==> src/assert_macros.svh <==
// Assertion macros shared by the line history ring buffer RTL.
// No dependencies; define SYNTH to compile the checks away.
`ifndef ASSERT_MACROS_SVH
`define ASSERT_MACROS_SVH
`ifndef SYNTH
// Check under reset qualification.
`define LHRB_ASSERT(lbl, clk, rst_n, prop) \
    lbl: assert property (@(posedge clk) disable iff (!rst_n) (prop)) \
        else $error("lhrb assertion failed");
// Check that also runs while reset is held.
`define LHRB_ASSERT_NR(lbl, clk, prop) \
    lbl: assert property (@(posedge clk) (prop)) \
        else $error("lhrb assertion failed");
`else
`define LHRB_ASSERT(lbl, clk, rst_n, prop)
`define LHRB_ASSERT_NR(lbl, clk, prop)
`endif
`endif

==> src/lhrb_pkg.sv <==
// Shared constants and controller/datapath interface types for the line history ring buffer.
// No dependencies.
`default_nettype none
package lhrb_pkg;

    localparam int RING_BYTES_DEF = 64;

    // input command codes
    localparam logic [1:0] CMD_SAVE  = 2'd0;
    localparam logic [1:0] CMD_OLDER = 2'd1;
    localparam logic [1:0] CMD_NEWER = 2'd2;

    // result status codes
    localparam logic [1:0] ST_CHAR   = 2'd0;
    localparam logic [1:0] ST_NEWEST = 2'd1;
    localparam logic [1:0] ST_OLDEST = 2'd2;

    typedef enum logic [2:0] {
        WR_NONE,
        WR_HEAD_LEN,
        WR_TAIL_LEN,
        WR_TAIL_STG,
        WR_TAIL_ZERO
    } t_wsel;

    typedef enum logic [1:0] {
        LIM_RB,
        LIM_OLD,
        LIM_NEW
    } t_lim;

    typedef enum logic [1:0] {
        DEP_KEEP,
        DEP_INC,
        DEP_DEC,
        DEP_CLR
    } t_dop;

    typedef enum logic [1:0] {
        OK_CHAR,
        OK_NEWEST,
        OK_OLDEST
    } t_okind;

    typedef struct packed {
        logic   stage_wr;
        logic   walk_init;
        t_lim   lim_sel;
        logic   t_load;
        logic   t_inc;
        logic   walk_step;
        logic   sum_step;
        logic   room_chk;
        logic   len_load;
        logic   out_load;
        t_okind out_kind;
        t_wsel  ring_wr;
        logic   idx_clr;
        logic   idx_inc;
        logic   oldest_load;
        logic   wptr_load;
        t_dop   depth_op;
    } t_cmd;

    typedef struct packed {
        logic walk_stop;
        logic sum_ge;
        logic old_ok;
        logic new_ok;
        logic depth_zero;
        logic commit_go;
        logic emit_last;
        logic copy_done;
        logic clr_last;
        logic out_free;
    } t_sts;

endpackage
`default_nettype wire

==> src/lhrb_ram.sv <==
// Generic single write port RAM with registered read data.
// No dependencies.
`default_nettype none
module lhrb_ram #(
    parameter int WIDTH = 8,
    parameter int DEPTH = 64,
    localparam int AW = (DEPTH > 1) ? $clog2(DEPTH) : 1
) (
    input  logic             i_clk,
    input  logic             i_we,
    input  logic [AW-1:0]    i_waddr,
    input  logic [WIDTH-1:0] i_wdata,
    input  logic [AW-1:0]    i_raddr,
    output logic [WIDTH-1:0] o_rdata
);

    logic [WIDTH-1:0] r_mem [DEPTH];
    logic [WIDTH-1:0] r_rdata;

    always_ff @(posedge i_clk) begin
        if (i_we) begin
            r_mem[i_waddr] <= i_wdata;
        end
        r_rdata <= r_mem[i_raddr];
    end

    assign o_rdata = r_rdata;

endmodule
`default_nettype wire

==> src/lhrb_ctrl.sv <==
// Sequencer for the line history ring buffer: walks, commit, recall and emit steps.
// Depends on lhrb_pkg.
`default_nettype none
module lhrb_ctrl (
    input  logic          i_clk,
    input  logic          i_rst_n,
    input  logic          i_in_valid,
    input  logic [1:0]    i_command,
    input  lhrb_pkg::t_sts i_sts,
    output lhrb_pkg::t_cmd o_cmd,
    output logic          o_in_stall
);

    typedef enum logic [3:0] {
        S_CLEAR, S_IDLE, S_WRD, S_WEV, S_WMOD, S_DOLD, S_DNEW, S_ELEN,
        S_ERD, S_EOUT, S_STAT, S_CHEAD, S_CTAIL, S_CPRD, S_CPWR, S_CFIN
    } t_state;

    typedef enum logic [1:0] {
        M_CNT_OLD, M_CNT_NEW, M_LOCATE, M_COMMIT
    } t_mode;

    t_state r_state, n_state;
    t_mode  r_mode, n_mode;
    lhrb_pkg::t_okind r_code, n_code;
    lhrb_pkg::t_cmd   cmd;

    always_comb begin
        cmd     = '0;
        n_state = r_state;
        n_mode  = r_mode;
        n_code  = r_code;
        unique case (r_state)
            S_CLEAR: begin
                cmd.ring_wr = lhrb_pkg::WR_TAIL_ZERO;
                cmd.t_inc   = 1'b1;
                if (i_sts.clr_last) begin
                    n_state = S_IDLE;
                end
            end
            S_IDLE: begin
                if (i_in_valid) begin
                    unique case (i_command)
                        lhrb_pkg::CMD_SAVE: begin
                            cmd.stage_wr = 1'b1;
                            if (i_sts.commit_go) begin
                                cmd.walk_init = 1'b1;
                                cmd.lim_sel   = lhrb_pkg::LIM_RB;
                                cmd.t_load    = 1'b1;
                                n_mode        = M_COMMIT;
                                n_state       = S_WRD;
                            end
                        end
                        lhrb_pkg::CMD_OLDER: begin
                            cmd.walk_init = 1'b1;
                            cmd.lim_sel   = lhrb_pkg::LIM_RB;
                            n_mode        = M_CNT_OLD;
                            n_state       = S_WRD;
                        end
                        lhrb_pkg::CMD_NEWER: begin
                            if (i_sts.depth_zero) begin
                                n_code  = lhrb_pkg::OK_NEWEST;
                                n_state = S_STAT;
                            end else begin
                                cmd.walk_init = 1'b1;
                                cmd.lim_sel   = lhrb_pkg::LIM_RB;
                                n_mode        = M_CNT_NEW;
                                n_state       = S_WRD;
                            end
                        end
                        default: begin
                        end
                    endcase
                end
            end
            S_WRD: n_state = S_WEV;
            S_WEV: begin
                cmd.room_chk = (r_mode == M_COMMIT);
                if (i_sts.walk_stop) begin
                    unique case (r_mode)
                        M_CNT_OLD: n_state = S_DOLD;
                        M_CNT_NEW: n_state = S_DNEW;
                        M_LOCATE:  n_state = S_ELEN;
                        M_COMMIT:  n_state = S_CHEAD;
                        default:   n_state = S_IDLE;
                    endcase
                end else begin
                    cmd.walk_step = 1'b1;
                    n_state       = S_WMOD;
                end
            end
            S_WMOD: begin
                cmd.sum_step = 1'b1;
                if (!i_sts.sum_ge) begin
                    n_state = S_WRD;
                end
            end
            S_DOLD: begin
                if (i_sts.old_ok) begin
                    cmd.walk_init = 1'b1;
                    cmd.lim_sel   = lhrb_pkg::LIM_OLD;
                    cmd.depth_op  = lhrb_pkg::DEP_INC;
                    n_mode        = M_LOCATE;
                    n_state       = S_WRD;
                end else begin
                    n_code  = lhrb_pkg::OK_OLDEST;
                    n_state = S_STAT;
                end
            end
            S_DNEW: begin
                cmd.depth_op = lhrb_pkg::DEP_DEC;
                if (i_sts.new_ok) begin
                    cmd.walk_init = 1'b1;
                    cmd.lim_sel   = lhrb_pkg::LIM_NEW;
                    n_mode        = M_LOCATE;
                    n_state       = S_WRD;
                end else begin
                    n_code  = lhrb_pkg::OK_NEWEST;
                    n_state = S_STAT;
                end
            end
            S_ELEN: begin
                cmd.len_load = 1'b1;
                n_state      = S_ERD;
            end
            S_ERD: n_state = S_EOUT;
            S_EOUT: begin
                if (i_sts.out_free) begin
                    cmd.out_load = 1'b1;
                    cmd.out_kind = lhrb_pkg::OK_CHAR;
                    n_state      = i_sts.emit_last ? S_IDLE : S_ERD;
                end
            end
            S_STAT: begin
                if (i_sts.out_free) begin
                    cmd.out_load = 1'b1;
                    cmd.out_kind = r_code;
                    n_state      = S_IDLE;
                end
            end
            S_CHEAD: begin
                cmd.ring_wr     = lhrb_pkg::WR_HEAD_LEN;
                cmd.oldest_load = 1'b1;
                n_state         = S_CTAIL;
            end
            S_CTAIL: begin
                cmd.ring_wr = lhrb_pkg::WR_TAIL_LEN;
                cmd.t_inc   = 1'b1;
                cmd.idx_clr = 1'b1;
                n_state     = S_CPRD;
            end
            S_CPRD: n_state = i_sts.copy_done ? S_CFIN : S_CPWR;
            S_CPWR: begin
                cmd.ring_wr = lhrb_pkg::WR_TAIL_STG;
                cmd.t_inc   = 1'b1;
                cmd.idx_inc = 1'b1;
                n_state     = S_CPRD;
            end
            S_CFIN: begin
                cmd.ring_wr   = lhrb_pkg::WR_TAIL_ZERO;
                cmd.wptr_load = 1'b1;
                cmd.depth_op  = lhrb_pkg::DEP_CLR;
                n_state       = S_IDLE;
            end
            default: n_state = S_IDLE;
        endcase
    end

    always_ff @(posedge i_clk) begin
        if (!i_rst_n) begin
            r_state <= S_CLEAR;
            r_mode  <= M_CNT_OLD;
            r_code  <= lhrb_pkg::OK_CHAR;
        end else begin
            r_state <= n_state;
            r_mode  <= n_mode;
            r_code  <= n_code;
        end
    end

    assign o_cmd      = cmd;
    assign o_in_stall = (r_state != S_IDLE);

endmodule
`default_nettype wire

==> src/lhrb_dp.sv <==
// Datapath of the line history ring buffer: pointers, counters, ring and staging RAMs,
// output register. Depends on lhrb_pkg and lhrb_ram.
`default_nettype none
module lhrb_dp #(
    parameter int RING_BYTES = lhrb_pkg::RING_BYTES_DEF
) (
    input  logic           i_clk,
    input  logic           i_rst_n,
    input  lhrb_pkg::t_cmd i_cmd,
    output lhrb_pkg::t_sts o_sts,
    input  logic [7:0]     i_char_byte,
    input  logic           i_last_byte,
    input  logic           i_out_stall,
    output logic           o_out_valid,
    output logic [1:0]     o_status,
    output logic [7:0]     o_char_byte_res,
    output logic [5:0]     o_line_length,
    output logic           o_last_item
);

    localparam int LineLimit = RING_BYTES - 2;
    localparam int PW  = $clog2(RING_BYTES);
    localparam int CW  = $clog2(RING_BYTES + 1);
    localparam int CW1 = CW + 1;
    localparam int SW  = $clog2(RING_BYTES + 256);
    localparam int RW  = PW + 2;
    localparam int SAW = $clog2(LineLimit);

    logic [PW-1:0] r_p, r_t, r_oldest, r_wptr;
    logic [SW-1:0] r_sum;
    logic [CW-1:0] r_n, r_lim, r_len, r_idx, r_depth, r_scount;
    logic          r_out_valid, r_last;
    logic [1:0]    r_status;
    logic [7:0]    r_char;
    logic [5:0]    r_llen;

    logic [7:0]    ring_q, stg_q, ring_wdata;
    logic [PW-1:0] ring_waddr, p_next, t_next;
    logic          ring_we, stg_we, sum_ge, out_free, commit_go;
    logic [CW-1:0] n_cnt, lim_old, lim_new, len_clip;
    logic [RW-1:0] h_x, t_x, room;

    lhrb_ram #(.WIDTH(8), .DEPTH(RING_BYTES)) u_ring (
        .i_clk   (i_clk),
        .i_we    (ring_we),
        .i_waddr (ring_waddr),
        .i_wdata (ring_wdata),
        .i_raddr (r_p),
        .o_rdata (ring_q)
    );

    lhrb_ram #(.WIDTH(8), .DEPTH(LineLimit)) u_stage (
        .i_clk   (i_clk),
        .i_we    (stg_we),
        .i_waddr (r_scount[SAW-1:0]),
        .i_wdata (i_char_byte),
        .i_raddr (r_idx[SAW-1:0]),
        .o_rdata (stg_q)
    );

    assign stg_we   = i_cmd.stage_wr && (r_scount < CW'(LineLimit));
    assign n_cnt    = (r_scount < CW'(LineLimit + 1)) ? r_scount + CW'(1) : r_scount;
    assign commit_go = i_last_byte && (n_cnt != '0) && (n_cnt <= CW'(LineLimit));

    assign p_next = (r_p == PW'(RING_BYTES - 1)) ? '0 : r_p + PW'(1);
    assign t_next = (r_t == PW'(RING_BYTES - 1)) ? '0 : r_t + PW'(1);

    // free bytes between write end and candidate oldest record
    assign h_x  = RW'(r_p);
    assign t_x  = RW'(r_wptr);
    assign room = (t_x < h_x) ? h_x - t_x - RW'(1) : RW'(RING_BYTES) + h_x - t_x - RW'(1);

    assign sum_ge   = (r_sum >= SW'(RING_BYTES));
    assign out_free = !r_out_valid || !i_out_stall;
    assign lim_old  = r_n - r_depth - CW'(1);
    assign lim_new  = CW'(CW1'(r_n) + CW1'(1) - CW1'(r_depth));
    assign len_clip = (ring_q > 8'(LineLimit)) ? CW'(LineLimit) : CW'(ring_q);

    always_comb begin
        o_sts.walk_stop  = (ring_q == 8'd0) || (r_n == r_lim)
                         || (i_cmd.room_chk && (RW'(r_len) < room));
        o_sts.sum_ge     = sum_ge;
        o_sts.old_ok     = (r_depth < r_n);
        o_sts.new_ok     = (r_depth >= CW'(2)) && (CW1'(r_depth) <= CW1'(r_n) + CW1'(1));
        o_sts.depth_zero = (r_depth == '0);
        o_sts.commit_go  = commit_go;
        o_sts.emit_last  = (CW1'(r_idx) + CW1'(1)) == CW1'(r_len);
        o_sts.copy_done  = (r_idx == r_len);
        o_sts.clr_last   = (r_t == PW'(RING_BYTES - 1));
        o_sts.out_free   = out_free;
    end

    always_comb begin
        ring_we    = 1'b0;
        ring_waddr = r_t;
        ring_wdata = 8'd0;
        unique case (i_cmd.ring_wr)
            lhrb_pkg::WR_NONE: ring_we = 1'b0;
            lhrb_pkg::WR_HEAD_LEN: begin
                // empty head slot takes the new length
                ring_we    = (ring_q == 8'd0);
                ring_waddr = r_p;
                ring_wdata = 8'(r_len);
            end
            lhrb_pkg::WR_TAIL_LEN: begin
                ring_we    = 1'b1;
                ring_wdata = 8'(r_len);
            end
            lhrb_pkg::WR_TAIL_STG: begin
                ring_we    = 1'b1;
                ring_wdata = stg_q;
            end
            lhrb_pkg::WR_TAIL_ZERO: ring_we = 1'b1;
            default: ring_we = 1'b0;
        endcase
    end

    // control state
    always_ff @(posedge i_clk) begin
        if (!i_rst_n) begin
            r_oldest    <= '0;
            r_wptr      <= '0;
            r_t         <= '0;
            r_depth     <= '0;
            r_scount    <= '0;
            r_out_valid <= 1'b0;
        end else begin
            if (i_cmd.stage_wr) begin
                r_scount <= i_last_byte ? '0 : n_cnt;
            end
            if (i_cmd.t_load) begin
                r_t <= r_wptr;
            end else if (i_cmd.t_inc) begin
                r_t <= t_next;
            end
            if (i_cmd.oldest_load) begin
                r_oldest <= r_p;
            end
            if (i_cmd.wptr_load) begin
                r_wptr <= r_t;
            end
            case (i_cmd.depth_op)
                lhrb_pkg::DEP_INC: r_depth <= r_depth + CW'(1);
                lhrb_pkg::DEP_DEC: r_depth <= r_depth - CW'(1);
                lhrb_pkg::DEP_CLR: r_depth <= '0;
                default:           r_depth <= r_depth;
            endcase
            if (i_cmd.out_load) begin
                r_out_valid <= 1'b1;
            end else if (!i_out_stall) begin
                r_out_valid <= 1'b0;
            end
        end
    end

    // walk and emit payload
    always_ff @(posedge i_clk) begin
        if (i_cmd.walk_init) begin
            r_p <= r_oldest;
        end else if (i_cmd.sum_step && !sum_ge) begin
            r_p <= r_sum[PW-1:0];
        end else if (i_cmd.len_load
                     || (i_cmd.out_load && i_cmd.out_kind == lhrb_pkg::OK_CHAR)) begin
            r_p <= p_next;
        end

        if (i_cmd.walk_init) begin
            r_n <= '0;
            case (i_cmd.lim_sel)
                lhrb_pkg::LIM_OLD: r_lim <= lim_old;
                lhrb_pkg::LIM_NEW: r_lim <= lim_new;
                default:           r_lim <= CW'(RING_BYTES);
            endcase
        end else if (i_cmd.walk_step) begin
            r_n <= r_n + CW'(1);
        end

        // next record offset, reduced below the ring size by repeated subtraction
        if (i_cmd.walk_step) begin
            r_sum <= SW'(r_p) + SW'(ring_q) + SW'(1);
        end else if (i_cmd.sum_step && sum_ge) begin
            r_sum <= r_sum - SW'(RING_BYTES);
        end

        if (i_cmd.stage_wr && commit_go) begin
            r_len <= n_cnt;
        end else if (i_cmd.len_load) begin
            r_len <= len_clip;
        end

        if (i_cmd.len_load || i_cmd.idx_clr) begin
            r_idx <= '0;
        end else if (i_cmd.idx_inc
                     || (i_cmd.out_load && i_cmd.out_kind == lhrb_pkg::OK_CHAR)) begin
            r_idx <= r_idx + CW'(1);
        end

        if (i_cmd.out_load) begin
            case (i_cmd.out_kind)
                lhrb_pkg::OK_CHAR: begin
                    r_status <= lhrb_pkg::ST_CHAR;
                    r_char   <= ring_q;
                    r_llen   <= 6'(r_len);
                    r_last   <= o_sts.emit_last;
                end
                lhrb_pkg::OK_NEWEST: begin
                    r_status <= lhrb_pkg::ST_NEWEST;
                    r_char   <= 8'd0;
                    r_llen   <= 6'd0;
                    r_last   <= 1'b1;
                end
                default: begin
                    r_status <= lhrb_pkg::ST_OLDEST;
                    r_char   <= 8'd0;
                    r_llen   <= 6'd0;
                    r_last   <= 1'b1;
                end
            endcase
        end
    end

    assign o_out_valid     = r_out_valid;
    assign o_status        = r_status;
    assign o_char_byte_res = r_char;
    assign o_line_length   = r_llen;
    assign o_last_item     = r_last;

endmodule
`default_nettype wire

==> src/line_history_ring_buffer_top.sv <==
// Line history ring buffer: top level joining the sequencer and the datapath.
// Depends on lhrb_pkg, lhrb_ctrl, lhrb_dp (lhrb_ram) and assert_macros.svh.
//
// Input channel (i_in_valid / o_in_stall) carries one transaction per save byte or
// recall command. Output channel (o_out_valid / i_out_stall) carries recalled
// characters, one transaction each, or a single status transaction.
// Save bytes are staged; a last byte commits a line of up to RING_BYTES - 2 bytes
// to the ring, evicting oldest records as needed. Recall older/newer walks them.
// A save byte not ending a line is staged without leaving idle. A commit walks
// the records, then copies the staged line; a record walked is a ring RAM read
// then the modulo step, one cycle per ring length taken off. A recall counts the
// records (no walk for newer at depth zero), then locates the line unless a
// status ends it, and emits each character by a ring read then an output step.
// One transaction is in work at a time; o_in_stall is high while it is.
// The output register frees the sequencer: a finished result may wait while a
// new transaction is accepted; if i_out_stall holds, emission simply pauses.
// Reset: synchronous, active low. Afterwards the ring is cleared one entry per
// cycle with o_in_stall high; staged bytes are discarded.
`default_nettype none
`include "assert_macros.svh"
module line_history_ring_buffer_top #(
    parameter int RING_BYTES = lhrb_pkg::RING_BYTES_DEF
) (
    input  logic       i_clk,
    input  logic       i_rst_n,
    input  logic       i_in_valid,
    output logic       o_in_stall,
    input  logic [1:0] i_command,
    input  logic [7:0] i_char_byte,
    input  logic       i_last_byte,
    output logic       o_out_valid,
    input  logic       i_out_stall,
    output logic [1:0] o_status,
    output logic [7:0] o_char_byte_res,
    output logic [5:0] o_line_length,
    output logic       o_last_item
);

    lhrb_pkg::t_cmd cmd;
    lhrb_pkg::t_sts sts;

    // sequencer: decides each step from datapath status
    lhrb_ctrl u_ctrl (
        .i_clk      (i_clk),
        .i_rst_n    (i_rst_n),
        .i_in_valid (i_in_valid),
        .i_command  (i_command),
        .i_sts      (sts),
        .o_cmd      (cmd),
        .o_in_stall (o_in_stall)
    );

    // datapath: ring/staging stores, pointers and output register
    lhrb_dp #(.RING_BYTES(RING_BYTES)) u_dp (
        .i_clk           (i_clk),
        .i_rst_n         (i_rst_n),
        .i_cmd           (cmd),
        .o_sts           (sts),
        .i_char_byte     (i_char_byte),
        .i_last_byte     (i_last_byte),
        .i_out_stall     (i_out_stall),
        .o_out_valid     (o_out_valid),
        .o_status        (o_status),
        .o_char_byte_res (o_char_byte_res),
        .o_line_length   (o_line_length),
        .o_last_item     (o_last_item)
    );

    // reset empties the output register
    `LHRB_ASSERT_NR(a_reset_quiet, i_clk, !i_rst_n |=> !o_out_valid)
    // clearing pass follows reset
    `LHRB_ASSERT(a_clear_after_reset, i_clk, i_rst_n, $rose(i_rst_n) |-> o_in_stall)
    // a line still being emitted keeps the input side stalled
    `LHRB_ASSERT(a_emit_blocks_input, i_clk, i_rst_n,
        o_out_valid && !o_last_item |-> o_in_stall)
    // a recall transaction always occupies the sequencer
    `LHRB_ASSERT(a_recall_busy, i_clk, i_rst_n,
        i_in_valid && !o_in_stall && (i_command == lhrb_pkg::CMD_OLDER
            || i_command == lhrb_pkg::CMD_NEWER) |=> o_in_stall)

endmodule
`default_nettype wire
==> config.mk <==
export PLATFORM = sky130hd
export DESIGN_NAME = line_history_ring_buffer_top
export DESIGN_NICKNAME = d
export VERILOG_FILES = /design/src/lhrb_pkg.sv /design/src/lhrb_ram.sv /design/src/lhrb_ctrl.sv /design/src/lhrb_dp.sv /design/src/line_history_ring_buffer_top.sv
export VERILOG_INCLUDE_DIRS = /design/src /design/src/src
export SDC_FILE = /design/constraint.sdc
export NUM_CORES = 1
export LEC_CHECK = 0
export BUFFER_PORTS_ARGS = -buffer_cell sky130_fd_sc_hd__buf_2
export CORE_MARGIN = 3
export CORE_UTILIZATION = 27
export CTS_CLUSTER_DIAMETER = 200
export CTS_CLUSTER_SIZE = 16
export DETAILED_ROUTE_END_ITERATION = 8
export GPL_TIMING_DRIVEN = 0
export PLACE_DENSITY = 0.5
export SLEW_MARGIN = 15
export SYNTH_ARGS = -nofsm -noshare
export SYNTH_HDL_FRONTEND = slang
export SYNTH_SLANG_ARGS = --single-unit
==> constraint.sdc <==
create_clock -name i_clk -period 5.8 [get_ports i_clk]
set_clock_uncertainty 0.15 [all_clocks]
set_input_delay 1.16 -clock i_clk [delete_from_list [all_inputs] [get_ports i_clk]]
set_output_delay 1.16 -clock i_clk [all_outputs]
set_load 0.02 [all_outputs]
==> metrics.md <==
| Metric | Value |
|---|---|
| Outcome | `finished, final reports clean` |
| Dpl cells | `4924` |
| Synth top cells by count | `edfxtp_1, mux4_2, nor2_1` |
| Worst-margin pin slew | `1.04 ns` |
| Congestion Overflow GR | `0` |
| DR iter-0 viols | `2212` |
| PD cells | `roughly 280 nW/µm²` |
| Wire per inst | `24.4 µm` |
| Yosys warning count | `0` |
| Post-synthesis cell type count | `85` |
| Fraction of layout cells with a size suffix above 1 | `between 20% and 30%` |
| Drt via density | `about 4.7` |
| Post-synth EDFFs | `1054` |
| Height of the die | `423 µm` |
| Syn Area/Cell | `18.3 µm²` |
| Pins Over Slew Limit | `0` |
| Startpoint Class | `flip-flop` |
| Pre-CTS setup slack | `-0.956 ns` |
| CP endpoint kind | `flip-flop` |
| Final Setup Violations | `0` |
| Util after Layout | `30.7%` |
| WS Path Type | `flip-flop to flip-flop` |
| Synth area leaders | `edfxtp_1, mux4_2, dfxtp_1` |
| Post-Synthesis Cells | `2562` |
| Rows | `around 150` |
| Largest net degree at the start of global routing | `63` |
| Relative slew slack | `30.4%` |
| Critical path buffers and inverters | `6` |
| Synth Register Bits | `1125` |
| Critical path's slowest cell | `fa_1` |
| CTS H-tree depth | `3` |
| First-pass GRT wire length | `178000 µm` |
| Drt drc | `0` |
| Nets | `2781` |
| DP Wirelength | `82700 µm` |
| CTS Buffer Depth | `3` |
| CTS tree | `done` |
| Placed cell areas | `just over 50000 µm²` |
| Port Buf Inserts | `33` |
| Via Count | `about 24k` |
| Primary FF master, synth | `edfxtp_1` |
| Clk pin slew, worst setup/hold paths | `around 0.08 ns` |
| Async set-reset flop share out of synthesis | `0%` |
| RSZ-0062 raised after global routing | `no` |
| Starting Density | `27.3%` |
| # Max-Cap Violations | `0` |
| Crit path max fanout | `10` |
| FF/Latch Area | `between 30000 and 40000 µm²` |
| Worst endpoint required time | `6.09 ns` |
| Worst Setup Slack, final | `0.289 ns` |
| Latest clock arrival within the worst-skew pair | `0.70 ns` |
| Pre-antenna DRT Iters | `7` |
| Top-count cell post-synth | `edfxtp_1` |
| Crit-path cells | `buf_6 > buf_8 > buf_4 > inv_1 > ha_1 > fa_1 > nand2b_1 > a21oi_1 > xor2_2 > nor3_2 > nand2_1 > xnor2_1 > mux2_2 > ha_1 > a2111o_1 > o221ai_1 > o221ai_4 > nand2_1 > buf_2 > buf_4 > nand2_1` |
| Non-filler cells, final | `between 5k and 6k` |
| F_max | `between 0.15 and 0.2 GHz` |
| Syn Std Cell Area | `46900 µm²` |
| Type of the worst min-delay path | `flip-flop to flip-flop` |
| Clk Tree Root Cell | `clkbuf_16` |
| Vias in the first global route | `~24k` |
| Max incr delay on CP | `0.48 ns` |
| Worst EP arrival | `roughly 5.8 ns` |
| Final GP Congestion | `0.814` |
| TritonCTS buffer count | `80` |
| Die W | `~420 µm` |
| Syn Nets | `between 2k and 3k` |
| Total track usage | `a little over an eighth` |
| Post-synth top area cell | `edfxtp_1` |
| Register area share after synthesis | `70.5%` |
| Area growth syn-to-layout | `12.4%` |
| Routed Antenna Nets | `0` |
| Finished Cell Area | `52800 µm²` |
| Multi-input logic area | `around 13000 µm²` |
| Final Hold Fails | `0` |
| Area share of the leading cell type in the synthesized netlist | `around 67%` |
| Initial antenna violation count | `3` |
| Die ar. | `179000 µm²` |
| Post-Route WL | `123000 µm` |
| Crit share post-route | `95.0%` |
| Fill count | `16.7k` |
| Min cycle time layout | `5.51 ns` |
| Core Area | `172000 µm²` |
| Leak | `around 15 nW` |
| Crit path top cell by count | `nand2_1` |
| Peak supply drop | `about 0.00021 V` |
| Clock sinks | `1125` |
| Ports | `34` |
| Delay-heaviest family, CP | `buffers and inverters` |
| Final hold slack | `0.310 ns` |
[routing by layer]
| metal | vias to the layer above | part of all wire, % | GRT usage, % |
|---|---|---|---|
| li1 | 10489 | - | - |
| met1 | 12658 | 45 | 18.9 |
| met2 | 559 | 49 | 22.7 |
| met3 | 112 | 4.6 | 1.87 |
| met4 | 0 | 1.5 | 2.62 |
| met5 | - | 0 | 0 |
[sequential cells by signal (all words and copies together) (netlist names), 7 cells and up]
register              count
u_dp.u_stage.r_mem      496
u_dp.r_idx                7
u_dp.r_sum                9
u_dp.r_lim                7
u_dp.r_depth              7
u_dp.r_len                7
u_dp.r_n                  7
u_dp.r_scount             7
u_dp.u_ring.o_rdata       8
u_dp.u_ring.r_mem       512
u_dp.o_char_byte_res      8
u_dp.u_stage.o_rdata      8
[per-stage QoR]
step	setup TNS [ns]	total power, W
3_3_place_gp	-357.68	0.00950
6_report	0	0.0147
2_1_floorplan	0	0.00928
4_1_cts	0	0.0148
3_5_place_dp	-19.32	0.00950
5_1_grt	0	0.0151
[placed cells by master (no fill, tap or decap), types with 10 or more instances in the layout]
cell / instances
mux2i_1: 28
ha_1: 63
nor2b_1: 13
o21ai_1: 18
nand4_1: 11
clkbuf_16: 80
buf_2: 59
dfxtp_1: 71
nor3_1: 25
mux4_2: 318
nand3_1: 28
a21oi_1: 88
buf_4: 22
buf_1: 13
nand2b_1: 14
edfxtp_1: 1054
a21o_1: 10
mux2_2: 16
o21ai_0: 30
o21bai_1: 11
inv_1: 58
nor2_1: 216
xor2_1: 27
nand2_1: 117
xnor2_1: 41
a31oi_1: 10
clkbuf_1: 83
and2_1: 20
[worst paths after layout]
path                     from          endpoint  slack (ns)  cells past startpoint
max               u_dp.r_p[0]     u_dp.r_sum[7]        0.29                     21
max reg2reg       u_dp.r_p[0]     u_dp.r_sum[7]        0.29                     21
min reg2reg  u_dp.r_oldest[5]  u_dp.r_oldest[5]        0.31                      2
min          u_dp.r_oldest[5]  u_dp.r_oldest[5]        0.31                      2
[area by class of cell]
| class | count | share of cell area, % |
|---|---|---|
| flip-flops and latches | 1125 | 62.7 |
| multi-input cells | 1250 | 24.9 |
| well taps | 2310 | 5.48 |
| clock buffers | 102 | 3.95 |
| plain buffers | 126 | 1.18 |
| repair buffers | 54 | 1.12 |
| inverters | 60 | 0.427 |
| clock inverters | 9 | 0.292 |
| diodes | 5 | 0.0237 |
[kinds of logic after synthesis]
kind of cell	synth area share, %
compound gates	3.39
xor+xnor	1.32
fa+ha+maj	1.94
buf+inv	1.76
flops	70.5
mux	16.2
other cells	0.00799
simple gates	4.90
[worst register-to-register path, stage by stage, from the launching register on]
cell	delay [ns]
edfxtp_1	0.44
buf_6	0.21
buf_8	0.23
buf_4	0.24
inv_1	0.14
ha_1	0.25
fa_1	0.48
nand2b_1	0.19
a21oi_1	0.21
xor2_2	0.17
nor3_2	0.23
nand2_1	0.10
xnor2_1	0.12
mux2_2	0.28
ha_1	0.22
a2111o_1	0.38
o221ai_1	0.26
o221ai_4	0.20
nand2_1	0.11
buf_2	0.24
buf_4	0.25
nand2_1	0.14
[power by group]
part	internal (W)	total [W]	switching [W]
registers	0.00887	0.00889	0.0000259
logic	0.000116	0.000424	0.000308
clock network	0.00255	0.00533	0.00279
total	0.0115	0.0147	0.00312
[timing repair]
action	CTS	global route
setup buffers	0	2
resized for setup	5	8
gates cloned	0	0
hold buffers	0	0
pin swaps	0	0
setup endpoints to repair	29	13
(Power assumes the default switching activity.)
